===== src/lctmw_pkg.sv =====
package lctmw_pkg;

	// Field widths
	localparam int unsigned RAW_W    = 24;
	localparam int unsigned DIFF_W   = 24;
	localparam int unsigned GAIN_W   = 24;
	localparam int unsigned WEIGHT_W = 24;
	localparam int unsigned PROD_W   = DIFF_W + GAIN_W;
	localparam int unsigned FRAC_DROP = 16;
	localparam int unsigned SUM_W    = 32;
	localparam int unsigned CNT_W    = 8;
	localparam int unsigned CFG_IDX_W = 3;
	localparam int unsigned CFG_DATA_W = 24;

	// Batch limits
	localparam int unsigned MAX_BATCH_DEF = 255;
	localparam int unsigned MIN_BATCH     = 3;

	// Register reset values
	localparam logic [CNT_W-1:0]    BATCH_SIZE_RST  = 8'd10;
	localparam logic [RAW_W-1:0]    ZERO_OFFSET_RST = 24'd0;
	localparam logic [GAIN_W-1:0]   GAIN_RST        = 24'd41943;
	localparam logic [WEIGHT_W-1:0] FLOOR_RST       = 24'd0;
	localparam logic [WEIGHT_W-1:0] WEIGHT_MAX      = 24'hFF_FFFF;

	// Configuration register indexes
	typedef enum logic [CFG_IDX_W-1:0] {
		REG_BATCH_SIZE  = 3'd0,
		REG_ZERO_OFFSET = 3'd1,
		REG_GAIN        = 3'd2,
		REG_FLOOR       = 3'd3,
		REG_CEILING     = 3'd4
	} cfg_reg_t;

endpackage


===== src/lctmw_mul.sv =====
module lctmw_mul (
	input  logic                                clk,
	input  logic                                arst_n,
	input  logic                                start,
	input  logic [lctmw_pkg::GAIN_W-1:0]        multiplicand,
	input  logic [lctmw_pkg::DIFF_W-1:0]        multiplier,
	output logic                                done,
	output logic [lctmw_pkg::PROD_W-1:0]        product
);

	localparam int unsigned CntW = $clog2(lctmw_pkg::DIFF_W);

	logic                              busy_q;
	logic                              done_q;
	logic [CntW-1:0]                   cnt_q;
	logic [lctmw_pkg::GAIN_W-1:0]      mcand_q;
	logic [lctmw_pkg::GAIN_W-1:0]      hi_q;
	logic [lctmw_pkg::DIFF_W-1:0]      lo_q;
	logic [lctmw_pkg::GAIN_W:0]        part_sum;
	logic                              last_bit;

	// Add the multiplicand when the low multiplier bit is set
	assign part_sum = {1'b0, hi_q} + (lo_q[0] ? {1'b0, mcand_q} : '0);
	assign last_bit = (cnt_q == CntW'(lctmw_pkg::DIFF_W - 1));

	// Sequence one multiplier bit per cycle
	always_ff @(posedge clk or negedge arst_n) begin
		if (!arst_n) begin
			busy_q <= 1'b0;
			done_q <= 1'b0;
			cnt_q  <= '0;
		end else begin
			done_q <= 1'b0;
			if (start) begin
				busy_q <= 1'b1;
				cnt_q  <= '0;
			end else if (busy_q) begin
				cnt_q <= cnt_q + 1'b1;
				if (last_bit) begin
					busy_q <= 1'b0;
					done_q <= 1'b1;
				end
			end
		end
	end

	// Shift the partial product right, retiring one multiplier bit
	always_ff @(posedge clk) begin
		if (start) begin
			mcand_q <= multiplicand;
			hi_q    <= '0;
			lo_q    <= multiplier;
		end else if (busy_q) begin
			hi_q <= part_sum[lctmw_pkg::GAIN_W:1];
			lo_q <= {part_sum[0], lo_q[lctmw_pkg::DIFF_W-1:1]};
		end
	end

	assign done    = done_q;
	assign product = {hi_q, lo_q};

endmodule


===== src/lctmw_div.sv =====
module lctmw_div (
	input  logic                               clk,
	input  logic                               arst_n,
	input  logic                               start,
	input  logic [lctmw_pkg::SUM_W-1:0]        dividend,
	input  logic [lctmw_pkg::CNT_W-1:0]        divisor,
	output logic                               done,
	output logic [lctmw_pkg::SUM_W-1:0]        quotient
);

	localparam int unsigned CntW = $clog2(lctmw_pkg::SUM_W);

	logic                              busy_q;
	logic                              done_q;
	logic [CntW-1:0]                   cnt_q;
	logic [lctmw_pkg::CNT_W-1:0]       dvs_q;
	logic [lctmw_pkg::CNT_W-1:0]       rem_q;
	logic [lctmw_pkg::SUM_W-1:0]       quo_q;
	logic [lctmw_pkg::CNT_W:0]         trial;
	logic [lctmw_pkg::CNT_W:0]         trial_sub;
	logic                              q_bit;
	logic                              last_bit;

	// Bring down the next dividend bit and try the subtract
	assign trial     = {rem_q, quo_q[lctmw_pkg::SUM_W-1]};
	assign trial_sub = trial - {1'b0, dvs_q};
	assign q_bit     = (trial >= {1'b0, dvs_q});
	assign last_bit  = (cnt_q == CntW'(lctmw_pkg::SUM_W - 1));

	// Sequence one quotient bit per cycle
	always_ff @(posedge clk or negedge arst_n) begin
		if (!arst_n) begin
			busy_q <= 1'b0;
			done_q <= 1'b0;
			cnt_q  <= '0;
		end else begin
			done_q <= 1'b0;
			if (start) begin
				busy_q <= 1'b1;
				cnt_q  <= '0;
			end else if (busy_q) begin
				cnt_q <= cnt_q + 1'b1;
				if (last_bit) begin
					busy_q <= 1'b0;
					done_q <= 1'b1;
				end
			end
		end
	end

	// Restoring step: remainder stays below the divisor
	always_ff @(posedge clk) begin
		if (start) begin
			dvs_q <= divisor;
			rem_q <= '0;
			quo_q <= dividend;
		end else if (busy_q) begin
			rem_q <= q_bit ? trial_sub[lctmw_pkg::CNT_W-1:0] : trial[lctmw_pkg::CNT_W-1:0];
			quo_q <= {quo_q[lctmw_pkg::SUM_W-2:0], q_bit};
		end
	end

	assign done     = done_q;
	assign quotient = quo_q;

endmodule


===== src/load_cell_trimmed_mean_weigher.sv =====
// Load-cell weigher: averages batches of converter readings, trimming the
// smallest and largest accepted weight of each batch.
// Input channel (in_valid/in_ready) carries raw_count and converter_ready.
// Output channel (out_valid/out_ready) carries one result per batch:
// average_weight (Q16.8 grams), result_valid and accepted_count.
// Configuration channel (cfg_valid/cfg_ready, cfg_index, cfg_data) is
// always ready; write it only while the block is idle.
// One item at a time: a rejected reading (converter not ready or weight
// negative) goes straight to the accumulate step, an accepted one through
// the bit-serial 24 x 24 multiply. The item that closes a batch runs the
// bit-serial 32 / 8 divide of the trimmed sum when more than two weights
// were accepted.
// Results sit in an output register: the next reading is taken while a
// result waits, and only the next batch end stalls on a full register.
// Reset loads the register defaults and clears the batch accumulators.
module load_cell_trimmed_mean_weigher #(
	parameter int unsigned MAX_BATCH = lctmw_pkg::MAX_BATCH_DEF
) (
	input  logic                                    clk,
	input  logic                                    arst_n,
	input  logic                                    in_valid,
	output logic                                    in_ready,
	input  logic signed [lctmw_pkg::RAW_W-1:0]      raw_count,
	input  logic                                    converter_ready,
	output logic                                    out_valid,
	input  logic                                    out_ready,
	output logic [lctmw_pkg::WEIGHT_W-1:0]          average_weight,
	output logic                                    result_valid,
	output logic [lctmw_pkg::CNT_W-1:0]             accepted_count,
	input  logic                                    cfg_valid,
	output logic                                    cfg_ready,
	input  logic [lctmw_pkg::CFG_IDX_W-1:0]         cfg_index,
	input  logic [lctmw_pkg::CFG_DATA_W-1:0]        cfg_data
);

	localparam logic [lctmw_pkg::CNT_W-1:0] BatchMax = lctmw_pkg::CNT_W'(MAX_BATCH);
	localparam logic [lctmw_pkg::CNT_W-1:0] BatchMin = lctmw_pkg::CNT_W'(lctmw_pkg::MIN_BATCH);
	localparam logic [lctmw_pkg::CNT_W-1:0] Two      = lctmw_pkg::CNT_W'(2);

	typedef enum logic [2:0] {
		ST_IDLE,
		ST_MUL,
		ST_CHK,
		ST_ACC,
		ST_END,
		ST_TRIM,
		ST_DIV,
		ST_EMIT
	} state_t;

	state_t                                state_q;

	// Configuration registers
	logic [lctmw_pkg::CNT_W-1:0]           batch_size_q;
	logic [lctmw_pkg::RAW_W-1:0]           zero_offset_q;
	logic [lctmw_pkg::GAIN_W-1:0]          gain_q;
	logic [lctmw_pkg::WEIGHT_W-1:0]        floor_q;
	logic [lctmw_pkg::WEIGHT_W-1:0]        ceiling_q;

	// Batch accumulators
	logic [lctmw_pkg::SUM_W-1:0]           sum_q;
	logic [lctmw_pkg::WEIGHT_W-1:0]        min_q;
	logic [lctmw_pkg::WEIGHT_W-1:0]        max_q;
	logic [lctmw_pkg::CNT_W-1:0]           valid_q;
	logic [lctmw_pkg::CNT_W-1:0]           seen_q;

	// Per-item working registers
	logic                                  keep_q;
	logic [lctmw_pkg::WEIGHT_W-1:0]        weight_q;
	logic [lctmw_pkg::SUM_W-1:0]           trim_q;
	logic [lctmw_pkg::WEIGHT_W-1:0]        avg_q;
	logic                                  ok_q;

	// Output register
	logic                                  out_valid_q;
	logic [lctmw_pkg::WEIGHT_W-1:0]        average_weight_q;
	logic                                  result_valid_q;
	logic [lctmw_pkg::CNT_W-1:0]           accepted_count_q;

	logic [lctmw_pkg::RAW_W:0]             diff;
	logic                                  sample_ok;
	logic                                  in_take;
	logic                                  mul_start;
	logic                                  mul_done;
	logic [lctmw_pkg::PROD_W-1:0]          mul_product;
	logic [lctmw_pkg::WEIGHT_W-1:0]        weight_sat;
	logic                                  div_start;
	logic                                  div_done;
	logic [lctmw_pkg::SUM_W-1:0]           div_quotient;
	logic [lctmw_pkg::SUM_W-1:0]           div_dividend;
	logic [lctmw_pkg::CNT_W-1:0]           div_divisor;
	logic [lctmw_pkg::CNT_W-1:0]           batch_eff;
	logic [lctmw_pkg::CNT_W-1:0]           seen_next;
	logic                                  batch_end;

	assign in_ready  = (state_q == ST_IDLE);
	assign in_take   = in_valid && in_ready;
	assign cfg_ready = 1'b1;

	// Offset-corrected reading, exact in one extra bit
	assign diff = {raw_count[lctmw_pkg::RAW_W-1], raw_count}
		- {zero_offset_q[lctmw_pkg::RAW_W-1], zero_offset_q};
	assign sample_ok = converter_ready && !diff[lctmw_pkg::RAW_W];
	assign mul_start = in_take && sample_ok;

	lctmw_mul u_mul (
		.clk          (clk),
		.arst_n       (arst_n),
		.start        (mul_start),
		.multiplicand (gain_q),
		.multiplier   (diff[lctmw_pkg::DIFF_W-1:0]),
		.done         (mul_done),
		.product      (mul_product)
	);

	// Drop the low fraction bits, saturate at the top of the weight range
	assign weight_sat = (|mul_product[lctmw_pkg::PROD_W-1:lctmw_pkg::FRAC_DROP+lctmw_pkg::WEIGHT_W])
		? lctmw_pkg::WEIGHT_MAX
		: mul_product[lctmw_pkg::FRAC_DROP+lctmw_pkg::WEIGHT_W-1:lctmw_pkg::FRAC_DROP];

	// Clamp the batch size into the supported range
	always_comb begin
		if (batch_size_q < BatchMin) begin
			batch_eff = BatchMin;
		end else if (batch_size_q > BatchMax) begin
			batch_eff = BatchMax;
		end else begin
			batch_eff = batch_size_q;
		end
	end

	assign seen_next = seen_q + 1'b1;
	assign batch_end = (seen_next >= batch_eff);

	// Trimmed sum over the count of inner samples
	assign div_start    = (state_q == ST_TRIM);
	assign div_dividend = trim_q - lctmw_pkg::SUM_W'(max_q);
	assign div_divisor  = valid_q - Two;

	lctmw_div u_div (
		.clk      (clk),
		.arst_n   (arst_n),
		.start    (div_start),
		.dividend (div_dividend),
		.divisor  (div_divisor),
		.done     (div_done),
		.quotient (div_quotient)
	);

	// Configuration writes
	always_ff @(posedge clk or negedge arst_n) begin
		if (!arst_n) begin
			batch_size_q  <= lctmw_pkg::BATCH_SIZE_RST;
			zero_offset_q <= lctmw_pkg::ZERO_OFFSET_RST;
			gain_q        <= lctmw_pkg::GAIN_RST;
			floor_q       <= lctmw_pkg::FLOOR_RST;
			ceiling_q     <= lctmw_pkg::WEIGHT_MAX;
		end else if (cfg_valid && cfg_ready) begin
			case (cfg_index)
				lctmw_pkg::REG_BATCH_SIZE:  batch_size_q  <= cfg_data[lctmw_pkg::CNT_W-1:0];
				lctmw_pkg::REG_ZERO_OFFSET: zero_offset_q <= cfg_data[lctmw_pkg::RAW_W-1:0];
				lctmw_pkg::REG_GAIN:        gain_q        <= cfg_data[lctmw_pkg::GAIN_W-1:0];
				lctmw_pkg::REG_FLOOR:       floor_q       <= cfg_data[lctmw_pkg::WEIGHT_W-1:0];
				lctmw_pkg::REG_CEILING:     ceiling_q     <= cfg_data[lctmw_pkg::WEIGHT_W-1:0];
				default: ;
			endcase
		end
	end

	// Item sequencer, accumulators and output register
	always_ff @(posedge clk or negedge arst_n) begin
		if (!arst_n) begin
			state_q          <= ST_IDLE;
			sum_q            <= '0;
			min_q            <= lctmw_pkg::WEIGHT_MAX;
			max_q            <= '0;
			valid_q          <= '0;
			seen_q           <= '0;
			keep_q           <= 1'b0;
			weight_q         <= '0;
			trim_q           <= '0;
			avg_q            <= '0;
			ok_q             <= 1'b0;
			out_valid_q      <= 1'b0;
			average_weight_q <= '0;
			result_valid_q   <= 1'b0;
			accepted_count_q <= '0;
		end else begin
			// Drop the result once taken; in the emit state the refill decides
			if (out_valid_q && out_ready && state_q != ST_EMIT) begin
				out_valid_q <= 1'b0;
			end
			case (state_q)
				ST_IDLE: begin
					if (in_take) begin
						keep_q  <= 1'b0;
						state_q <= sample_ok ? ST_MUL : ST_ACC;
					end
				end
				ST_MUL: begin
					if (mul_done) begin
						state_q <= ST_CHK;
					end
				end
				ST_CHK: begin
					weight_q <= weight_sat;
					keep_q   <= (weight_sat >= floor_q) && (weight_sat <= ceiling_q);
					state_q  <= ST_ACC;
				end
				ST_ACC: begin
					if (keep_q) begin
						sum_q   <= sum_q + lctmw_pkg::SUM_W'(weight_q);
						valid_q <= valid_q + 1'b1;
						if (weight_q < min_q) begin
							min_q <= weight_q;
						end
						if (weight_q > max_q) begin
							max_q <= weight_q;
						end
					end
					seen_q  <= seen_next;
					state_q <= batch_end ? ST_END : ST_IDLE;
				end
				ST_END: begin
					if (valid_q == Two) begin
						avg_q   <= min_q;
						ok_q    <= 1'b1;
						state_q <= ST_EMIT;
					end else if (valid_q < Two) begin
						avg_q   <= '0;
						ok_q    <= 1'b0;
						state_q <= ST_EMIT;
					end else begin
						trim_q  <= sum_q - lctmw_pkg::SUM_W'(min_q);
						state_q <= ST_TRIM;
					end
				end
				ST_TRIM: begin
					state_q <= ST_DIV;
				end
				ST_DIV: begin
					if (div_done) begin
						avg_q   <= div_quotient[lctmw_pkg::WEIGHT_W-1:0];
						ok_q    <= 1'b1;
						state_q <= ST_EMIT;
					end
				end
				ST_EMIT: begin
					// Hold until the output register is free, then clear the batch
					if (!out_valid_q || out_ready) begin
						out_valid_q      <= 1'b1;
						average_weight_q <= avg_q;
						result_valid_q   <= ok_q;
						accepted_count_q <= valid_q;
						sum_q            <= '0;
						min_q            <= lctmw_pkg::WEIGHT_MAX;
						max_q            <= '0;
						valid_q          <= '0;
						seen_q           <= '0;
						state_q          <= ST_IDLE;
					end
				end
				default: begin
					state_q <= ST_IDLE;
				end
			endcase
		end
	end

	assign out_valid      = out_valid_q;
	assign average_weight = average_weight_q;
	assign result_valid   = result_valid_q;
	assign accepted_count = accepted_count_q;

`ifndef SYNTHESIS
	a_mul_done_in_mul: assert property (@(posedge clk) disable iff (!arst_n)
		mul_done |-> state_q == ST_MUL)
		else $error("multiplier finished outside the multiply state");

	a_div_done_in_div: assert property (@(posedge clk) disable iff (!arst_n)
		div_done |-> state_q == ST_DIV)
		else $error("divider finished outside the divide state");

	a_valid_le_seen: assert property (@(posedge clk) disable iff (!arst_n)
		valid_q <= seen_q)
		else $error("more accepted samples than samples seen");

	a_min_le_max: assert property (@(posedge clk) disable iff (!arst_n)
		valid_q != '0 |-> min_q <= max_q)
		else $error("batch minimum above batch maximum");

	a_result_count: assert property (@(posedge clk) disable iff (!arst_n)
		out_valid_q && result_valid_q |-> accepted_count_q >= Two)
		else $error("valid result with fewer than two accepted samples");
`endif

endmodule


===== config.mk =====
export PLATFORM = sky130hd
export DESIGN_NAME = load_cell_trimmed_mean_weigher
export DESIGN_NICKNAME = d
export VERILOG_FILES = /design/src/lctmw_pkg.sv /design/src/lctmw_mul.sv /design/src/lctmw_div.sv /design/src/load_cell_trimmed_mean_weigher.sv
export SDC_FILE = /design/constraint.sdc
export NUM_CORES = 1
export LEC_CHECK = 0
export BUFFER_PORTS_ARGS = -buffer_cell sky130_fd_sc_hd__buf_2
export CAP_MARGIN = 10
export CORE_MARGIN = 2
export CORE_UTILIZATION = 60
export CTS_CLUSTER_SIZE = 25
export DETAILED_ROUTE_END_ITERATION = 10
export PLACE_DENSITY = 0.86
export SLEW_MARGIN = 10
export SYNTH_ARGS = -nofsm -noshare
export SYNTH_HDL_FRONTEND = slang
export SYNTH_SLANG_ARGS = --single-unit

===== constraint.sdc =====
create_clock -name clk -period 3.55 [get_ports clk]
set_input_delay 0.1775 -clock clk [delete_from_list [all_inputs] [get_ports clk]]
set_output_delay 0.1775 -clock clk [all_outputs]
set_load 0.03 [all_outputs]

==> summary.md <==
| Metric | Value |
|---|---|
| DPL Wire Length | `51390 um` |
| P per Cell Area | `965.4 mW/mm2` |
| Top_reg_cell synth | `dfrtp_1` |
| Count of cell types in the netlist | `87` |
| Critical Setup Path Class | `flip-flop to flip-flop` |
| Status | `completed` |
| Count of final max-slew check failures | `0` |
| FF+latch count, synth | `453` |
| Max incr delay on CP | `0.45 ns` |
| Combinational family with the most area after synthesis | `compound AO/OA/AOI/OAI gates` |
| Routed Antenna Nets | `0` |
| Most frequent cells in the layout | `nand2_1, dfrtp_1, o21ai_0, ha_1, inv_1` |
| Initial core utilization | `61.00%` |
| GRT Overall Usage | `30.02%` |
| Comb pwr share | `52.3%` |
| Inst Count DP | `3459` |
| Synth Area in Simple Gates | `14.88%` |
| Final Non-Filler Cells | `3577` |
| Sequential share of the synthesized area | `43.25%` |
| DIE WIDTH | `216.3 um` |
| Ys Warns | `0` |
| Final hold violations | `0` |
| CTS tree | `yes` |
| Area contributors post-synth | `dfrtp_1, ha_1, edfxtp_1` |
| Post-Synth Adder-Cell Area | `11.51%` |
| Cells after Synth | `2836` |
| Pint | `16710 uW` |
| Startpoint Class | `flip-flop` |
| Routed vias | `21710` |
| Nets | `3246` |
| Worst EP arrival | `3.79 ns` |
| RSZ-0062 raised after global routing | `false` |
| Worst-Margin Slew | `0.9981 ns` |
| DIE AREA | `0.04677 mm2` |
| Min Tclk post-route | `3.272 ns` |
| H-tree depth | `2` |
| # IOs | `93` |
| Layout cells sized above 1 | `14.94%` |
| Gp weighted congestion | `0.9782` |
| Critical Path Sink Type | `flip-flop` |
| DRT Pass-1 Iters | `5` |
| Initial antenna violation count | `1` |
| Row Count | `77` |
| Global-route wire length before repair | `112500 um` |
| CP cell instances | `ha_1 > inv_1 > fa_1 > nand2b_1 > a21oi_1 > o211ai_1 > a21o_1 > a21oi_1 > o211a_1 > nor2_1 > or4_1 > nand2_1` |
| Setup TNS | `0 ns` |
| I/O Buffers | `91` |
| Hold WS | `0.06909 ns` |
| Quantity of gates resized following cts | `0` |
| Maxcap violations | `0` |
| Worst vdd ir | `0.5079 mV` |
| Synthesized area | `0.02703 mm2` |
| CP max-delay cell | `dfrtp_1` |
| Clock sink total | `453` |
| Sequential Power Share | `30.2%` |
| Fin util | `68.02%` |
| Routed WL per cell | `19.52 um` |
| Fraction of synthesized cell area in xor and xnor cells | `4.342%` |
| Hold_buf cts | `26` |
| Largest net degree at the start of global routing | `112` |
| Final setup fails | `0` |
| Synth async-reset ratio | `73.51%` |
| Most used cell, CP | `a21oi_1` |
| Residual DRC | `0` |
| Vias per cell | `6.070` |
| Syn_area_per_cell | `9.532 um2` |
| Worst-Skew Late Latency | `0.60 ns` |
| Period utilization | `92.18%` |
| Final wirelength | `69840 um` |
| Largest area contributor in the netlist | `dfrtp_1` |
| Area Overhead vs Synth | `11.52%` |
| Mapped Nets | `3138` |
| Clk slew on worst S/H paths | `0.06 ns` |
| Clock power share | `17.5%` |
| Worst-path maximum fanout | `6` |
| Max Freq | `305.6 MHz` |
| Synth top area share | `25.27%` |
| Clock Path Buffers | `3` |
| Switching share of power | `42.57%` |
| Post-synth EDFFs | `88` |
| Root Driver | `clkbuf_16` |
| Vias in the first global route | `21610` |
| NetSw | `12390 uW` |
| Compound-gate portion of the synthesized area | `17.94%` |
| Post-CTS setup buffer count | `0` |
| Commonest non-fill, non-tap cell in the layout | `nand2_1` |
| Setup Skew | `0.03166 ns` |
| Worst relative slew slack | `33.29%` |
| Mux contribution to synthesized area | `3.944%` |
| CORE AREA | `0.04432 mm2` |
| ANT cells | `0` |
| Die Ht | `216.3 um` |
| Congestion Overflow GR | `0` |
| Num CTS Buffers | `49` |
| Leak Pwr | `0.01391 uW` |
| DRT iter0 DRCs | `1697` |
| CP required | `4.07 ns` |
| HP Class | `input pin to flip-flop` |
[synthesized netlist by cell type, types with 11 or more instances]
master and instances:
inv_1 183, a21o_1 76, nand3_1 68, xor2_1 64
a211oi_1 17, a21oi_1 141, nor2b_1 21, dfrtp_1 273
o31ai_1 19, and2_1 33, a22o_1 28, dfstp_2 60
o221a_2 24, ha_1 239, o211ai_1 16, o21a_1 19
mux2i_1 21, or3_1 11, nor2_1 154, mux2_2 76
edfxtp_1 88, nand2b_1 41, o21ai_0 265, buf_2 13
clkbuf_1 83, nor3_1 34, nand2_1 393, a31oi_1 17
or2_2 28, a22oi_1 26, dfxtp_1 32, xnor2_1 70
and3_1 16, nand4_1 34
[power groups by stage]
stage	Combinational (uW)	Sequential [uW]	Clock (uW)
floorplan	11400	8530	0
detailed placement	14800	8830	0
global placement	14200	8720	0
finish	15200	8790	5100
global route	16900	9000	5370
CTS	15000	8760	5190
[cells by family after synthesis]
kind of cell / Yosys count
XOR/XNOR: 134
other: 1
adder cells (fa/ha/maj): 245
multiplexers: 97
AO/OA/AOI/OAI: 745
buffers and inverters: 291
AND/OR/NAND/NOR: 870
flip-flops: 453
[stage by stage]
step	total power, uW	setup slack [ns]	cell area, um2
floorplan	19910	0.3727	27030
global placement	22930	0.3495	28280
detailed placement	23640	0.2915	28280
CTS	28950	0.2807	30150
global route	31290	0.05656	30150
finish	29100	0.2776	30150
[layer usage]
layer / global-route usage [%] / share of wire, % / up-vias
met5: 0 / 0 / -
met4: 14.59 / 4.8 / 0
met3: 4.042 / 6.7 / 179
met2: 50.51 / 47 / 771
met1: 38.34 / 41 / 10470
li1: - / - / 10290
[worst paths after layout]
path                       depth (start not counted)    startpoint  slack (ns)                 to
max in group asynchronous                          3        arst_n        2.23          gain_q[4]
max reg2reg                                       12   weight_q[0]        0.28          sum_q[30]
min reg2reg                                        0    gain_q[21]        0.45  u_mul.mcand_q[21]
min in group asynchronous                          2        arst_n        0.20  average_weight[8]
max                                               12   weight_q[0]        0.28          sum_q[30]
min                                                4  cfg_index[0]        0.07    batch_size_q[3]
[worst max-delay path: cells and delay by family (launching register included)]
kind	cells	cell delay [ns]
AOI/OAI and AO/OA	5	1.32
buffers and inverters	1	0.06
DFF	1	0.45
adders and majority gates	2	0.60
and+or+nand+nor	4	0.77
[layout make-up]
| class | instances | area (um2) |
|---|---|---|
| timing repair buffer | 164 | 1116 |
| multi-input combinational | 2092 | 14310 |
| tap | 592 | 740.7 |
| inverter | 184 | 690.7 |
| clock inverter | 27 | 252.7 |
| clock buffer | 65 | 1349 |
| sequential | 453 | 11690 |
| fill | 3346 | 14170 |
Note: power is estimated with default switching activity, not from simulation.
